File: src/dltq_pkg.sv
// Package for the delta-list timer queue: action and status codes, beat types.
// No dependencies.
package dltq_pkg;

  localparam int unsigned ACT_W   = 2;
  localparam int unsigned ID_W    = 8;
  localparam int unsigned TICK_W  = 32;
  localparam int unsigned STAT_W  = 3;

  localparam logic [ACT_W-1:0] ACT_ADD = 2'd0;
  localparam logic [ACT_W-1:0] ACT_DEL = 2'd1;
  localparam logic [ACT_W-1:0] ACT_RUN = 2'd2;

  localparam logic [STAT_W-1:0] ST_FIRED   = 3'd0;
  localparam logic [STAT_W-1:0] ST_ADDED   = 3'd1;
  localparam logic [STAT_W-1:0] ST_DUP     = 3'd2;
  localparam logic [STAT_W-1:0] ST_FULL    = 3'd3;
  localparam logic [STAT_W-1:0] ST_REMOVED = 3'd4;
  localparam logic [STAT_W-1:0] ST_NOTPEND = 3'd5;
  localparam logic [STAT_W-1:0] ST_DONE    = 3'd6;

  typedef struct packed {
    logic [ACT_W-1:0]  action;
    logic [ID_W-1:0]   timer_id;
    logic [TICK_W-1:0] delay_ticks;
    logic [TICK_W-1:0] now_tick;
  } in_beat_t;

  typedef struct packed {
    logic [STAT_W-1:0] status;
    logic [ID_W-1:0]   result_id;
    logic              last;
  } out_beat_t;

  // Datapath operations issued by the controller.
  typedef enum logic [3:0] {
    OP_NONE,
    OP_LATCH,     // capture the input beat, read head slot and pending flag
    OP_ADD_STEP,  // compare remainder with current slot
    OP_DEL_STEP,  // compare id with current slot
    OP_RUN_STEP,  // compare elapsed with head slot
    OP_SHIFT_UP,  // move slot ptr-1 to ptr
    OP_SHIFT_DN,  // move slot ptr+1 to ptr
    OP_INSERT,    // write new timer at pos
    OP_FIX,       // apply delta fix-up at fix position
    OP_READ       // read slot at ptr
  } dp_op_t;

  typedef struct packed {
    dp_op_t op;
  } dp_cmd_t;

  typedef struct packed {
    logic [ACT_W-1:0] action;
    logic             pend;      // addressed id is pending
    logic             full;      // queue holds DEPTH timers
    logic             at_end;    // pointer has reached entry count
    logic             hit;       // current comparison matched
    logic             shift_done;
    logic [ID_W-1:0]  id;        // id of the item or of the head slot
  } dp_stat_t;

endpackage

File: src/dltq_ctrl.sv
// Controller for the delta-list timer queue: sequences walks, shifts and result beats.
// Depends on dltq_pkg.
module dltq_ctrl import dltq_pkg::*; (
  input  logic      clk,
  input  logic      rst,
  input  logic      in_valid,
  output logic      in_ready,
  output logic      out_valid,
  input  logic      out_ready,
  output out_beat_t out_beat,
  output dp_cmd_t   cmd,
  input  dp_stat_t  stat
);
  typedef enum logic [3:0] {
    S_IDLE, S_DECODE, S_WALK_RD, S_WALK, S_SHIFT, S_INSERT, S_FIX,
    S_RUN_RD, S_RUN, S_RUN_CHK, S_RUN_SHIFT, S_EMIT
  } state_t;

  state_t state, ret;

  always_comb begin
    in_ready = (state == S_IDLE);
    cmd.op   = OP_NONE;
    unique case (state)
      S_IDLE:      if (in_valid) cmd.op = OP_LATCH;
      S_WALK_RD:   cmd.op = OP_READ;
      S_WALK: begin
        if (stat.hit || stat.at_end) cmd.op = OP_NONE;
        else cmd.op = (stat.action == ACT_ADD) ? OP_ADD_STEP : OP_DEL_STEP;
      end
      S_SHIFT:     cmd.op = (stat.action == ACT_ADD) ? OP_SHIFT_UP : OP_SHIFT_DN;
      S_INSERT:    cmd.op = OP_INSERT;
      S_FIX:       cmd.op = OP_FIX;
      S_RUN_RD:    cmd.op = OP_READ;
      S_RUN:       cmd.op = OP_RUN_STEP;
      S_RUN_SHIFT: cmd.op = OP_SHIFT_DN;
      default:     cmd.op = OP_NONE;
    endcase
  end

  always_ff @(posedge clk) begin
    if (rst) begin
      state     <= S_IDLE;
      ret       <= S_IDLE;
      out_valid <= 1'b0;
    end else begin
      unique case (state)
        S_IDLE: if (in_valid) state <= S_DECODE;
        S_DECODE: begin
          unique case (stat.action)
            ACT_ADD: begin
              if (stat.pend) begin
                out_beat <= '{ST_DUP, '0, 1'b1}; out_valid <= 1'b1;
                ret <= S_IDLE; state <= S_EMIT;
              end else if (stat.full) begin
                out_beat <= '{ST_FULL, '0, 1'b1}; out_valid <= 1'b1;
                ret <= S_IDLE; state <= S_EMIT;
              end else state <= stat.at_end ? S_SHIFT : S_WALK;
            end
            ACT_DEL: begin
              if (!stat.pend) begin
                out_beat <= '{ST_NOTPEND, '0, 1'b1}; out_valid <= 1'b1;
                ret <= S_IDLE; state <= S_EMIT;
              end else state <= stat.at_end ? S_INSERT : S_WALK;
            end
            ACT_RUN: state <= S_RUN;
            default: state <= S_IDLE;
          endcase
        end
        S_WALK_RD: state <= S_WALK;
        S_WALK: begin
          // The previous step's match or end of list leaves the walk.
          if (stat.hit || stat.at_end) state <= S_SHIFT;
          else state <= S_WALK_RD;
        end
        S_SHIFT: if (stat.shift_done) state <= S_INSERT;
        S_INSERT: begin
          if (stat.action == ACT_ADD) begin
            out_beat <= '{ST_ADDED, stat.id, 1'b1}; out_valid <= 1'b1;
            ret <= S_IDLE; state <= S_EMIT;
          end else state <= S_FIX;
        end
        S_FIX: begin
          out_beat <= '{ST_REMOVED, stat.id, 1'b1}; out_valid <= 1'b1;
          ret <= S_IDLE; state <= S_EMIT;
        end
        S_RUN_RD: state <= S_RUN;
        S_RUN: state <= S_RUN_CHK;
        S_RUN_CHK: begin
          if (stat.hit) begin
            out_beat <= '{ST_FIRED, stat.id, 1'b0};
            ret <= S_RUN_SHIFT;
          end else begin
            out_beat <= '{ST_DONE, '0, 1'b1};
            ret <= S_IDLE;
          end
          out_valid <= 1'b1;
          state <= S_EMIT;
        end
        S_RUN_SHIFT: if (stat.shift_done) state <= S_RUN_RD;
        S_EMIT: if (out_ready) begin
          out_valid <= 1'b0;
          state <= ret;
        end
        default: state <= S_IDLE;
      endcase
    end
  end
endmodule
File: config.mk
export PLATFORM = sky130hd
export DESIGN_NAME = dltq_ctrl
export DESIGN_NICKNAME = d
export VERILOG_FILES = /design/src/dltq_pkg.sv /design/src/dltq_ctrl.sv
export SDC_FILE = /design/constraint.sdc
export NUM_CORES = 1
export LEC_CHECK = 0
export ABC_AREA = 1
export BUFFER_PORTS_ARGS = -buffer_cell sky130_fd_sc_hd__buf_2
export CAP_MARGIN = 15
export CORE_ASPECT_RATIO = 1.4
export CORE_MARGIN = 10
export CORE_UTILIZATION = 53
export CTS_CLUSTER_SIZE = 14
export DETAILED_ROUTE_END_ITERATION = 8
export PLACE_DENSITY = 0.9
export SYNTH_ARGS = -nofsm -noshare
export SYNTH_HDL_FRONTEND = slang
export SYNTH_SLANG_ARGS = --single-unit
File: constraint.sdc
create_clock -name clk -period 5.2 [get_ports clk]
set_clock_uncertainty 0.2 [all_clocks]
set_input_delay 0 -clock clk [delete_from_list [all_inputs] [get_ports clk]]
set_output_delay 0 -clock clk [all_outputs]
set_load 0.01 [all_outputs]
==> results.sh <==
export IMPL_status="complete, but fails checks"
export IMPL_violations="negative hold slack"
export IMPL_cts_resized=0
export IMPL_cts_sinks=18
export IMPL_boundaryPins=37
export IMPL_worstSetupPathType="reg2reg"
export IMPL_syn_inst=169
export IMPL_synthSimpleGateAreaFrac_pct=39.6
export IMPL_gr_usage_all_layers_pct=15.9
export IMPL_p_sw_share_pct=43.6
export IMPL_grt_setup_unrepaired="no"
export IMPL_p_leak_uw=0.000815
export IMPL_period_needed_ps=2200
export IMPL_r2r_end="state[0]"
export IMPL_vias=1288
export IMPL_drt_pass1_iterations=5
export IMPL_ant_nets=0
export IMPL_num_rows=19
export IMPL_clk_latency_ps=310
export IMPL_die_w_um=59.0
export IMPL_grt_pass1_vias=1331
export IMPL_drc_errors=0
export IMPL_grt_max_degree=13
export IMPL_routedWlPerCell_um=14.2
export IMPL_hold_viol_final=2
export IMPL_vias_per_cell=5.26
export IMPL_crit_start="state[2]"
export IMPL_synth_top_family_by_area="simple AND/OR/NAND/NOR gates"
export IMPL_hp_class="in2reg"
export IMPL_holdWs_ps=-14.1
export IMPL_clockBufferDepth=2
export IMPL_drive_gt1_share_pct=23.2
export IMPL_clkTransAtPathRegs_ps=110
export IMPL_synth_top_area_share_pct=31.9
export IMPL_syn_to_final_growth_pct=33.9
export IMPL_ys_ff_latch=18
export IMPL_setup_violations=0
export IMPL_postLayoutSetupSlackWorst_ps=3000
export IMPL_dieHeight_um=74.6
export IMPL_cts_setup_buffers=0
export IMPL_avgSynthCellArea_um2=6.69
export IMPL_synth_nets=188
export IMPL_root_buffer="clkbuf_4"
export IMPL_post_place_ws_ps=3090
export IMPL_netlist_area_mm2=0.00113
export IMPL_max_freq_ghz=0.454
export IMPL_antenna_cells=0
export IMPL_drt_iter0_markers=70
export IMPL_h_tree_depth=1
export IMPL_core_mm2=0.00200
export IMPL_worst_slew_pin_slew_ps=476
export IMPL_slew_viol_final=0
export IMPL_final_core_util_pct=75.8
export IMPL_p_sw_uw=258
export IMPL_initial_utilization_pct=56.6
export IMPL_p_int_uw=334
export IMPL_synthXorXnorAreaFrac_pct=0
export IMPL_hpwl_um=2600
export IMPL_start_kind="register"
export IMPL_seqPwrFrac_pct=36.5
export IMPL_timing_rr_start="state[2]"
export IMPL_peakVddDrop_mv=0.314
export IMPL_fin_tns_setup_ps=0
export IMPL_synth_fa_ha_area_share_pct=0
export IMPL_r2r_cells=9
export IMPL_gp_congestion=0.924
export IMPL_clkPwrFrac_pct=13.0
export IMPL_yosysWarnings=0
export IMPL_drt_wl_total_um=3480
export IMPL_cp_end_kind="register"
export IMPL_cts_buffers=3
export IMPL_slew_headroom_pct=68.2
export IMPL_required_ps=5250
export IMPL_fin_area_mm2=0.00151
export IMPL_ys_seq_area_share_pct=42.5
export IMPL_powerDensity_mw_per_mm2=392
export IMPL_grt_pass1_wl_um=5600
export IMPL_numPortBuffers=36
export IMPL_yosysTopAreaCell="edfxtp_1"
export IMPL_maxCapViolations=0
export IMPL_die_area_mm2=0.00440
export IMPL_synth_area_mux_share_pct=0
export IMPL_antenna_found_initial=0
export IMPL_finalCritPeriodShare_pct=42.4
export IMPL_combPwrFrac_pct=50.5
export IMPL_synth_area_leaders="edfxtp_1 (32%), nand2_1 (16%), nor2_1 (11%), dfxtp_1 (11%), inv_1 (8.6%)"
export IMPL_place_area_mm2=0.00134
export IMPL_crit_path_end="state[0]"
export IMPL_cp_max_fo=6
export IMPL_synth_cell_type_count=19
export IMPL_reg2reg_slack_ps=3000
export IMPL_finalNetCount=244
export IMPL_tritoncts="done"
export IMPL_arrival_ps=2260
export IMPL_synth_compound_area_share_pct=8.19
export IMPL_overflow=0
[registers in the layout (all words and copies together) (netlist names)]
signal and count:
state 4, ret 1, out_beat 12, out_valid 1
[how the worst min path moves through the flow]
stage,startpoint,slack (ps),cells past startpoint,end
6_report,in_valid,-10,7,state[2]
5_1_grt,in_valid,40,7,state[3]
4_1_cts,in_valid,9,7,state[2]
3_5_place_dp,rst,60,2,state[0]
3_3_place_gp,rst,60,2,state[0]
2_1_floorplan,rst,-130,1,state[0]
[what timing repair did]
| item | CTS | global route |
|---|---|---|
| endpoints found under the hold margin | 16 | 0 |
| endpoints found under the setup margin | 0 | 0 |
| hold buffers | 15 | 0 |
[worst max-delay path, cell delays in order, from the launching register on]
cell and delay (ps):
dfxtp_1 400, inv_1 110, nor2_2 200, nand2_1 220
nor2_1 130, nor2_1 60, nand3b_1 70, nand2_1 80
a21oi_1 120, dlygate4sd3_1 550
[Yosys cell counts (all sizes together)]
cell type	n
o21ai	6
nand3	11
o211ai	1
edfxtp	12
nand2	53
inv	29
o31ai	1
nand4	1
dfxtp	6
a22oi	1
nand3b	3
a21oi	6
o22ai	1
nor2	38
[area by class of cell]
type                            count  area, µm²
Clock buffer                        4       26.3
Fill cell                         160        484
Inverter                           29        109
Multi-Input combinational cell    122        541
Sequential cell                    18        480
Tap cell                           21       26.3
Timing Repair Buffer               51        330
[power groups by stage]
stage               clock, µW  sequential [µW]  combinational, µW
finish                   77.0              216                299
global route             83.2              221                338
CTS                      71.8              216                295
detailed placement          0              219                277
global placement            0              218                271
floorplan                   0              227                179
[per-stage QoR]
stage	hold slack, ps	cells	power (µW)
after detailed placement	62.3	226	496
after floorplan	-131	169	406
after global placement	57.8	226	489
after global routing	35.2	245	642
final	-14.1	245	593
after CTS	9.21	245	583
[layer usage]
metal	vias up	track usage (%)	routed length [µm]	part of all wire [%]
met4	0	10.2	150	4.3
met1	548	14.6	1190	34
li1	640	-	-	-
met2	78	29.2	1810	52
met3	22	4.88	325	9.3
met5	-	0	0	0
[cells in the final DEF, fill, tap and decap left out, types with 3 or more instances in the layout]
master / instances
nand3b_1: 3
nor2_1: 33
dfxtp_1: 6
o21ai_0: 5
dlygate4sd3_1: 15
nor2_2: 5
buf_2: 36
clkbuf_4: 3
nand3_1: 11
edfxtp_1: 12
inv_2: 3
inv_1: 26
nand2_2: 4
a21oi_1: 5
nand2_1: 49
[kinds of logic after synthesis]
logic type | count (synthesis)
flip-flops | 18
buffers and inverters | 29
AND/OR/NAND/NOR | 106
AO/OA/AOI/OAI | 16
No activity file was read; power rests on OpenSTA's default activity.
