### config.mk
export PLATFORM = sky130hd
export DESIGN_NAME = dltq_dp
export DESIGN_NICKNAME = d
export VERILOG_FILES = /design/src/dltq_pkg.sv /design/src/dltq_dp.sv
export SDC_FILE = /design/constraint.sdc
export NUM_CORES = 2
export LEC_CHECK = 0
export BUFFER_PORTS_ARGS = -buffer_cell sky130_fd_sc_hd__buf_2
export CAP_MARGIN = 25
export CORE_UTILIZATION = 30
export DETAILED_ROUTE_END_ITERATION = 10
export GPL_ROUTABILITY_DRIVEN = 0
export HOLD_SLACK_MARGIN = 0.06
export SYNTH_ARGS = -nofsm -noshare
export SYNTH_HDL_FRONTEND = slang
export SYNTH_SLANG_ARGS = --single-unit
### constraint.sdc
create_clock -name clk -period 10.3 [get_ports clk]
set_input_delay 2.06 -clock clk [delete_from_list [all_inputs] [get_ports clk]]
set_output_delay 2.06 -clock clk [all_outputs]
set_load 0.02 [all_outputs]
### src/dltq_pkg.sv
// Package for the delta-list timer queue: action and status codes, beat types.
// No dependencies.
package dltq_pkg;

  localparam int unsigned ACT_W   = 2;
  localparam int unsigned ID_W    = 8;
  localparam int unsigned TICK_W  = 32;
  localparam int unsigned STAT_W  = 3;

  localparam logic [ACT_W-1:0] ACT_ADD = 2'd0;
  localparam logic [ACT_W-1:0] ACT_DEL = 2'd1;
  localparam logic [ACT_W-1:0] ACT_RUN = 2'd2;

  localparam logic [STAT_W-1:0] ST_FIRED   = 3'd0;
  localparam logic [STAT_W-1:0] ST_ADDED   = 3'd1;
  localparam logic [STAT_W-1:0] ST_DUP     = 3'd2;
  localparam logic [STAT_W-1:0] ST_FULL    = 3'd3;
  localparam logic [STAT_W-1:0] ST_REMOVED = 3'd4;
  localparam logic [STAT_W-1:0] ST_NOTPEND = 3'd5;
  localparam logic [STAT_W-1:0] ST_DONE    = 3'd6;

  typedef struct packed {
    logic [ACT_W-1:0]  action;
    logic [ID_W-1:0]   timer_id;
    logic [TICK_W-1:0] delay_ticks;
    logic [TICK_W-1:0] now_tick;
  } in_beat_t;

  typedef struct packed {
    logic [STAT_W-1:0] status;
    logic [ID_W-1:0]   result_id;
    logic              last;
  } out_beat_t;

  // Datapath operations issued by the controller.
  typedef enum logic [3:0] {
    OP_NONE,
    OP_LATCH,     // capture the input beat, read head slot and pending flag
    OP_ADD_STEP,  // compare remainder with current slot
    OP_DEL_STEP,  // compare id with current slot
    OP_RUN_STEP,  // compare elapsed with head slot
    OP_SHIFT_UP,  // move slot ptr-1 to ptr
    OP_SHIFT_DN,  // move slot ptr+1 to ptr
    OP_INSERT,    // write new timer at pos
    OP_FIX,       // apply delta fix-up at fix position
    OP_READ       // read slot at ptr
  } dp_op_t;

  typedef struct packed {
    dp_op_t op;
  } dp_cmd_t;

  typedef struct packed {
    logic [ACT_W-1:0] action;
    logic             pend;      // addressed id is pending
    logic             full;      // queue holds DEPTH timers
    logic             at_end;    // pointer has reached entry count
    logic             hit;       // current comparison matched
    logic             shift_done;
    logic [ID_W-1:0]  id;        // id of the item or of the head slot
  } dp_stat_t;

endpackage

### src/dltq_dp.sv
// Datapath for the delta-list timer queue: slot memories, pending flags, walk pointer.
// Depends on dltq_pkg.
module dltq_dp import dltq_pkg::*; #(
  parameter int unsigned DEPTH    = 16,
  parameter int unsigned ID_COUNT = 256
) (
  input  logic     clk,
  input  logic     rst,
  input  in_beat_t in_beat,
  input  dp_cmd_t  cmd,
  output dp_stat_t stat
);
  localparam int unsigned PW = $clog2(DEPTH);
  localparam int unsigned CW = $clog2(DEPTH + 1);
  localparam int unsigned IW = (ID_COUNT > 1) ? $clog2(ID_COUNT) : 1;
  localparam int unsigned ID_SPAN = 1 << ID_W;

  // Constant table that folds every raw id onto the id range.
  function automatic logic [ID_SPAN*ID_W-1:0] id_mod_table();
    logic [ID_SPAN*ID_W-1:0] t;
    for (int i = 0; i < ID_SPAN; i++) t[i*ID_W +: ID_W] = ID_W'(i % ID_COUNT);
    return t;
  endfunction

  localparam logic [ID_SPAN*ID_W-1:0] ID_MOD = id_mod_table();

  logic [ID_W-1:0]   mem_id    [DEPTH];
  logic [TICK_W-1:0] mem_delta [DEPTH];
  logic [ID_COUNT-1:0] pend;

  logic [CW-1:0]     count;
  logic [CW-1:0]     ptr;
  logic [CW-1:0]     pos;
  logic [ACT_W-1:0]  action;
  logic [ID_W-1:0]   id;
  logic [TICK_W-1:0] rem;
  logic [TICK_W-1:0] now;
  logic [TICK_W-1:0] last_run;
  logic [ID_W-1:0]   rd_id;
  logic [TICK_W-1:0] rd_delta;
  logic              pend_rd;
  logic              hit;
  logic              fix_add;
  logic [TICK_W-1:0] fix_val;

  logic [ID_W-1:0] id_red;
  logic [IW-1:0]   id_idx;
  logic [IW-1:0]   head_idx;
  always_comb begin
    id_red   = ID_MOD[in_beat.timer_id * ID_W +: ID_W];
    id_idx   = IW'(id);
    head_idx = IW'(rd_id);
  end

  always_ff @(posedge clk) begin
    if (rst) begin
      pend     <= '0;
      count    <= '0;
      last_run <= '0;
      ptr      <= '0;
      hit      <= 1'b0;
      fix_add  <= 1'b0;
    end else begin
      unique case (cmd.op)
        OP_LATCH: begin
          action  <= in_beat.action;
          id      <= id_red;
          rem     <= (in_beat.action == ACT_RUN) ? in_beat.now_tick - last_run
                                                 : in_beat.delay_ticks;
          now     <= in_beat.now_tick;
          pend_rd <= pend[IW'(id_red)];
          ptr     <= '0;
          pos     <= count;
          hit     <= 1'b0;
          fix_add <= 1'b0;
          rd_id    <= mem_id[0];
          rd_delta <= mem_delta[0];
        end
        OP_READ: begin
          rd_id    <= mem_id[PW'(ptr)];
          rd_delta <= mem_delta[PW'(ptr)];
        end
        OP_ADD_STEP: begin
          if (rem <= rd_delta) begin
            hit     <= 1'b1;
            pos     <= ptr;
            fix_val <= rd_delta - rem;
            ptr     <= count;
          end else begin
            rem <= rem - rd_delta;
            ptr <= ptr + 1'b1;
          end
        end
        OP_DEL_STEP: begin
          if (rd_id == id) begin
            hit     <= 1'b1;
            pos     <= ptr;
            fix_val <= rd_delta;
          end else begin
            ptr <= ptr + 1'b1;
          end
        end
        OP_RUN_STEP: begin
          // Head is always slot 0; fire it, the shift drops it.
          if (count != '0 && rd_delta <= rem) begin
            hit <= 1'b1;
            rem <= rem - rd_delta;
            pend[head_idx] <= 1'b0;
            ptr <= '0;
            pos <= '0;
          end else begin
            hit      <= 1'b0;
            last_run <= now;
            if (count != '0) mem_delta[0] <= rd_delta - rem;
          end
        end
        OP_SHIFT_UP: begin
          // ptr counts down from count to pos+1
          if (ptr > pos) begin
            mem_id[PW'(ptr)]    <= mem_id[PW'(ptr - 1'b1)];
            mem_delta[PW'(ptr)] <= mem_delta[PW'(ptr - 1'b1)];
            ptr <= ptr - 1'b1;
          end
        end
        OP_SHIFT_DN: begin
          if (ptr + 1'b1 < count) begin
            mem_id[PW'(ptr)]    <= mem_id[PW'(ptr + 1'b1)];
            mem_delta[PW'(ptr)] <= mem_delta[PW'(ptr + 1'b1)];
            ptr <= ptr + 1'b1;
          end else if (action == ACT_RUN) begin
            ptr   <= '0;
            count <= count - 1'b1;
          end
        end
        OP_INSERT: begin
          if (action == ACT_ADD) begin
            if (hit) mem_delta[PW'(pos + 1'b1)] <= fix_val;
            mem_id[PW'(pos)]    <= id;
            mem_delta[PW'(pos)] <= rem;
            count <= count + 1'b1;
            pend[id_idx] <= 1'b1;
          end else begin
            // Delete: entries already moved down; give delta to successor.
            if (hit) begin
              if (pos + 1'b1 < count) fix_add <= 1'b1;
              count <= count - 1'b1;
            end
            pend[id_idx] <= 1'b0;
            rd_delta <= mem_delta[PW'(pos)];
          end
        end
        OP_FIX: begin
          if (fix_add) mem_delta[PW'(pos)] <= rd_delta + fix_val;
          fix_add <= 1'b0;
        end
        default: ;
      endcase
    end
  end

  always_comb begin
    stat.action     = action;
    stat.pend       = pend_rd;
    stat.full       = (count >= CW'(DEPTH));
    stat.at_end     = (ptr >= count);
    stat.hit        = hit;
    stat.id         = (action == ACT_RUN) ? rd_id : id;
    unique case (cmd.op)
      OP_SHIFT_UP: stat.shift_done = !(ptr > pos);
      default:     stat.shift_done = !(ptr + 1'b1 < count);
    endcase
  end
endmodule

==> run_results.csv <==
group,metric,value,unit
critical_path,critical_path.n_buffers_inverters,2,
sta,fin_crit,6700,ps
critical_path,critPathArrivalTime,7130,ps
critical_path,critical-path-max-stage-delay,810,ps
cells_and_area,layout.cell_area.non_filler,0.0837,mm²
critical_path,crit_path_start_kind,"input port",
logic_synthesis,yosys-top-cells-area,"sky130_fd_sc_hd__edfxtp_1 31%, sky130_fd_sc_hd__mux4_2 25%, sky130_fd_sc_hd__dfxtp_1 8.2%, sky130_fd_sc_hd__a21oi_1 7.4%, sky130_fd_sc_hd__o21ai_0 3.2%",
sta,finalSetupTns,0,ps
global_routing,grt_pass1_vias,58784,
global_routing,number_of_antenna_violations_at_the_first_check_in_global_routing,10,
flow_run,max-cap-violations,0,
placement,dpl-instance-area,0.0794,mm²
logic_synthesis,netlist.top_cell.by_area,"sky130_fd_sc_hd__edfxtp_1",
sta,setup_repair_after_global_routing_missed_its_margin,"false",
sta,finalCritPeriodShare,65.1,%
logic_synthesis,yosysWarningCount,0,
drt,routed_via_density,6.20,
sta,tightest_slew,1190,ps
sta,setup_viol,0,
hold_path,hold_path.class,"reg2reg",
drt,drc_errors,0,
logic_synthesis,synthFlopType,"sky130_fd_sc_hd__edfxtp_1",
logic_synthesis,synth-edff-count,792,
logic_synthesis,yosysTopAreaCellShare,31.5,%
global_routing,grt_start_max_net_pins,195,
logic_synthesis,post_synth.cell_area_avg,11.3,µm²
logic_synthesis,async_flop_share,0,%
critical_path,critical_path_class,"in2reg",
clock_network,cts_buffer_depth,3,
clock_network,clkSinkCount,1100,
global_routing,grt_first_pass_wirelength,397000,µm
cells_and_area,nets,6720,
clock_network,clk_pin_slew_worst_paths,60,ps
logic_synthesis,syn-cell-area,0.0755,mm²
die,placement_rows,183,
clock_network,root_buffer,"sky130_fd_sc_hd__clkbuf_16",
critical_path,timing.critical_path.slowest_stage_cell,"sky130_fd_sc_hd__nand2_2",
logic_synthesis,synth_seq_cells,1100,
logic_synthesis,part_of_the_yosys_area_used_for_sequential_elements,39.6,%
critical_path,worst_ep_required_time,10730,ps
die,die_h,504,µm
sta,final_hold_viol_count,0,
die,io-pin-count,95,
pwr,worst_ir_drop_vdd,0.152,mV
clock_network,cts_resized,0,
logic_synthesis,syn_inst,6702,
placement,dp_hpwl,174000,µm
cells_and_area,final_layout_size_suffix_gt1_share,24.1,%
clock_network,postCtsSetupBuffers,0,
sta,final-max-slew-violation-count,0,
critical_path,timing.critical_path.fanout_max,71,
critical_path,critical-path-top-delay-family,"simple AND/OR/NAND/NOR gates",
logic_synthesis,synth_cell_types,90,
clock_network,htree_num_levels,3,
pwr,cellPowerDensity,121,mW/mm²
global_routing,grt_overflow_total,0,
global_routing,grt.total_usage,20.7,%
pwr,power.leakage,27.0,nW
sta,max-slew-margin-rel,20.2,%
logic_synthesis,synth_fp_nets,6940,
sta,clock_skew,55.8,ps
placement,buffer_ports.inserted,94,
drt,route.final.wire_length,273000,µm
die,floorplan.die.width,504,µm
clock_network,hold_fix_buffer_count_after_cts,0,
clock_network,tritoncts.num_buffers,116,
critical_path,critPathCaptureType,"flop",
cells_and_area,areaGrowthSynthToFinish,10.8,%
sta,timing.fmax,149,MHz
clock_network,clock_latency,790,ps
die,die_area,0.254,mm²
drt,first_iter_violations,9721,
critical_path,cp_common_cell,"sky130_fd_sc_hd__nor2_1",
die,core_area,0.250,mm²
drt,wl_per_cell,27.6,µm
run_status,run_status,"finished clean",
drt,postRouteAntennaNets,0,
critical_path,timing.critical_path.cells,"buf_2 -> nor2b_2 -> and3_4 -> nand2_1 -> nor2_1 -> nor2_1 -> nor2_1 -> nand2_2 -> o21ai_4 -> buf_4",
die,initial_utilization,30.3,%
drt,drtPass1Iterations,8,
sta,finalHoldWorstSlack,474,ps
drt,routed-via-count,61450,
clock_network,tritoncts,"done",
cells in the final DEF (no fill, tap or decap), drive strengths merged, types with 154 or more instances in the layout:
| cell | netlist | layout |
|---|---|---|
| nor2 | 503 | 503 |
| buf | 232 | 333 |
| dfxtp | 308 | 308 |
| mux4 | 845 | 845 |
| mux2i | 216 | 216 |
| ha | 154 | 154 |
| edfxtp | 792 | 792 |
| a21oi | 1147 | 1147 |
| nand2 | 592 | 592 |
| o21ai | 502 | 502 |
synth_stat cells, types with 72 or more instances:
cell,count
sky130_fd_sc_hd__a21o_1,76
sky130_fd_sc_hd__a21oi_1,1123
sky130_fd_sc_hd__buf_2,131
sky130_fd_sc_hd__clkbuf_1,443
sky130_fd_sc_hd__dfxtp_1,308
sky130_fd_sc_hd__edfxtp_1,792
sky130_fd_sc_hd__ha_1,154
sky130_fd_sc_hd__inv_1,140
sky130_fd_sc_hd__mux2i_1,216
sky130_fd_sc_hd__mux4_2,845
sky130_fd_sc_hd__nand2_1,591
sky130_fd_sc_hd__nor2_1,503
sky130_fd_sc_hd__o21ai_0,477
sky130_fd_sc_hd__xnor2_1,72
cells by family (layout without fill, tap and decap cells):
logic type                 Yosys count  in the layout  share of synthesized area [%]
AOI/OAI and AO/OA                 2013           2013                           14.9
and+or+nand+nor                   1359           1359                           7.56
muxes                             1130           1130                           29.1
DFF                               1100           1100                           39.6
buffers and inverters              815            691                           4.61
adders and majority gates          158            158                           2.66
xor gates and xnor gates           127            127                           1.47
other                                0              8                              0
final cells by class:
class | count | area (µm²)
inverter | 140 | 526
fill | 24586 | 166000
timing repair buffer | 337 | 2600
clock inverter | 82 | 759
antenna | 8 | 20.0
tap | 3330 | 4170
multi-input combinational | 4787 | 42600
clock buffer | 132 | 2970
sequential | 1100 | 30000
report_power, final:
part / internal [mW] / total [mW] / switching, mW / leakage, nW
logic: 0.388 / 0.996 / 0.608 / 15.5
clock network: 2.35 / 4.26 / 1.92 / 1.84
registers: 4.79 / 4.83 / 0.0399 / 9.62
total: 7.53 / 10.1 / 2.56 / 27.0
worst paths after layout:
check,from,cells after the start,end,slack (ps)
hold reg to reg,flop,2,flop,470
setup / recovery,cmd[2],10,mem_delta[13][13],3600
hold / removal,flop,2,flop,470
setup reg to reg,ptr[0],11,mem_delta[0][28],4210
tightest hold or removal path, cell delays in order (launching register included):
cell                      delay, ps
sky130_fd_sc_hd__dfxtp_1        310
sky130_fd_sc_hd__o21ai_0         60
sky130_fd_sc_hd__a21oi_1         60
layer usage:
metal / GRT usage [%] / part of all wire (%) / wire (µm) / vias to the layer above
li1: - / - / - / 25390
met1: 27.1 / 37 / 102000 / 30555
met2: 31.1 / 44 / 120000 / 4657
met3: 6.59 / 14 / 38900 / 840
met4: 8.97 / 4.6 / 12500 / 8
met5: 0 / 0.061 / 167 / -
stage by stage:
| step | cells | power [mW] | setup WS, ps | util [%] |
|---|---|---|---|---|
| after floorplan | 6702 | 5.60 | 1730 | - |
| after global placement | 9626 | 5.86 | 3080 | 31.7 |
| after detailed placement | 9642 | 5.89 | 2830 | 31.8 |
| after CTS | 9856 | 10.1 | 3670 | 33.3 |
| after global routing | 9911 | 10.3 | 3510 | 33.5 |
| final | 9916 | 10.1 | 3600 | 33.5 |
(Power assumes the default switching activity.)
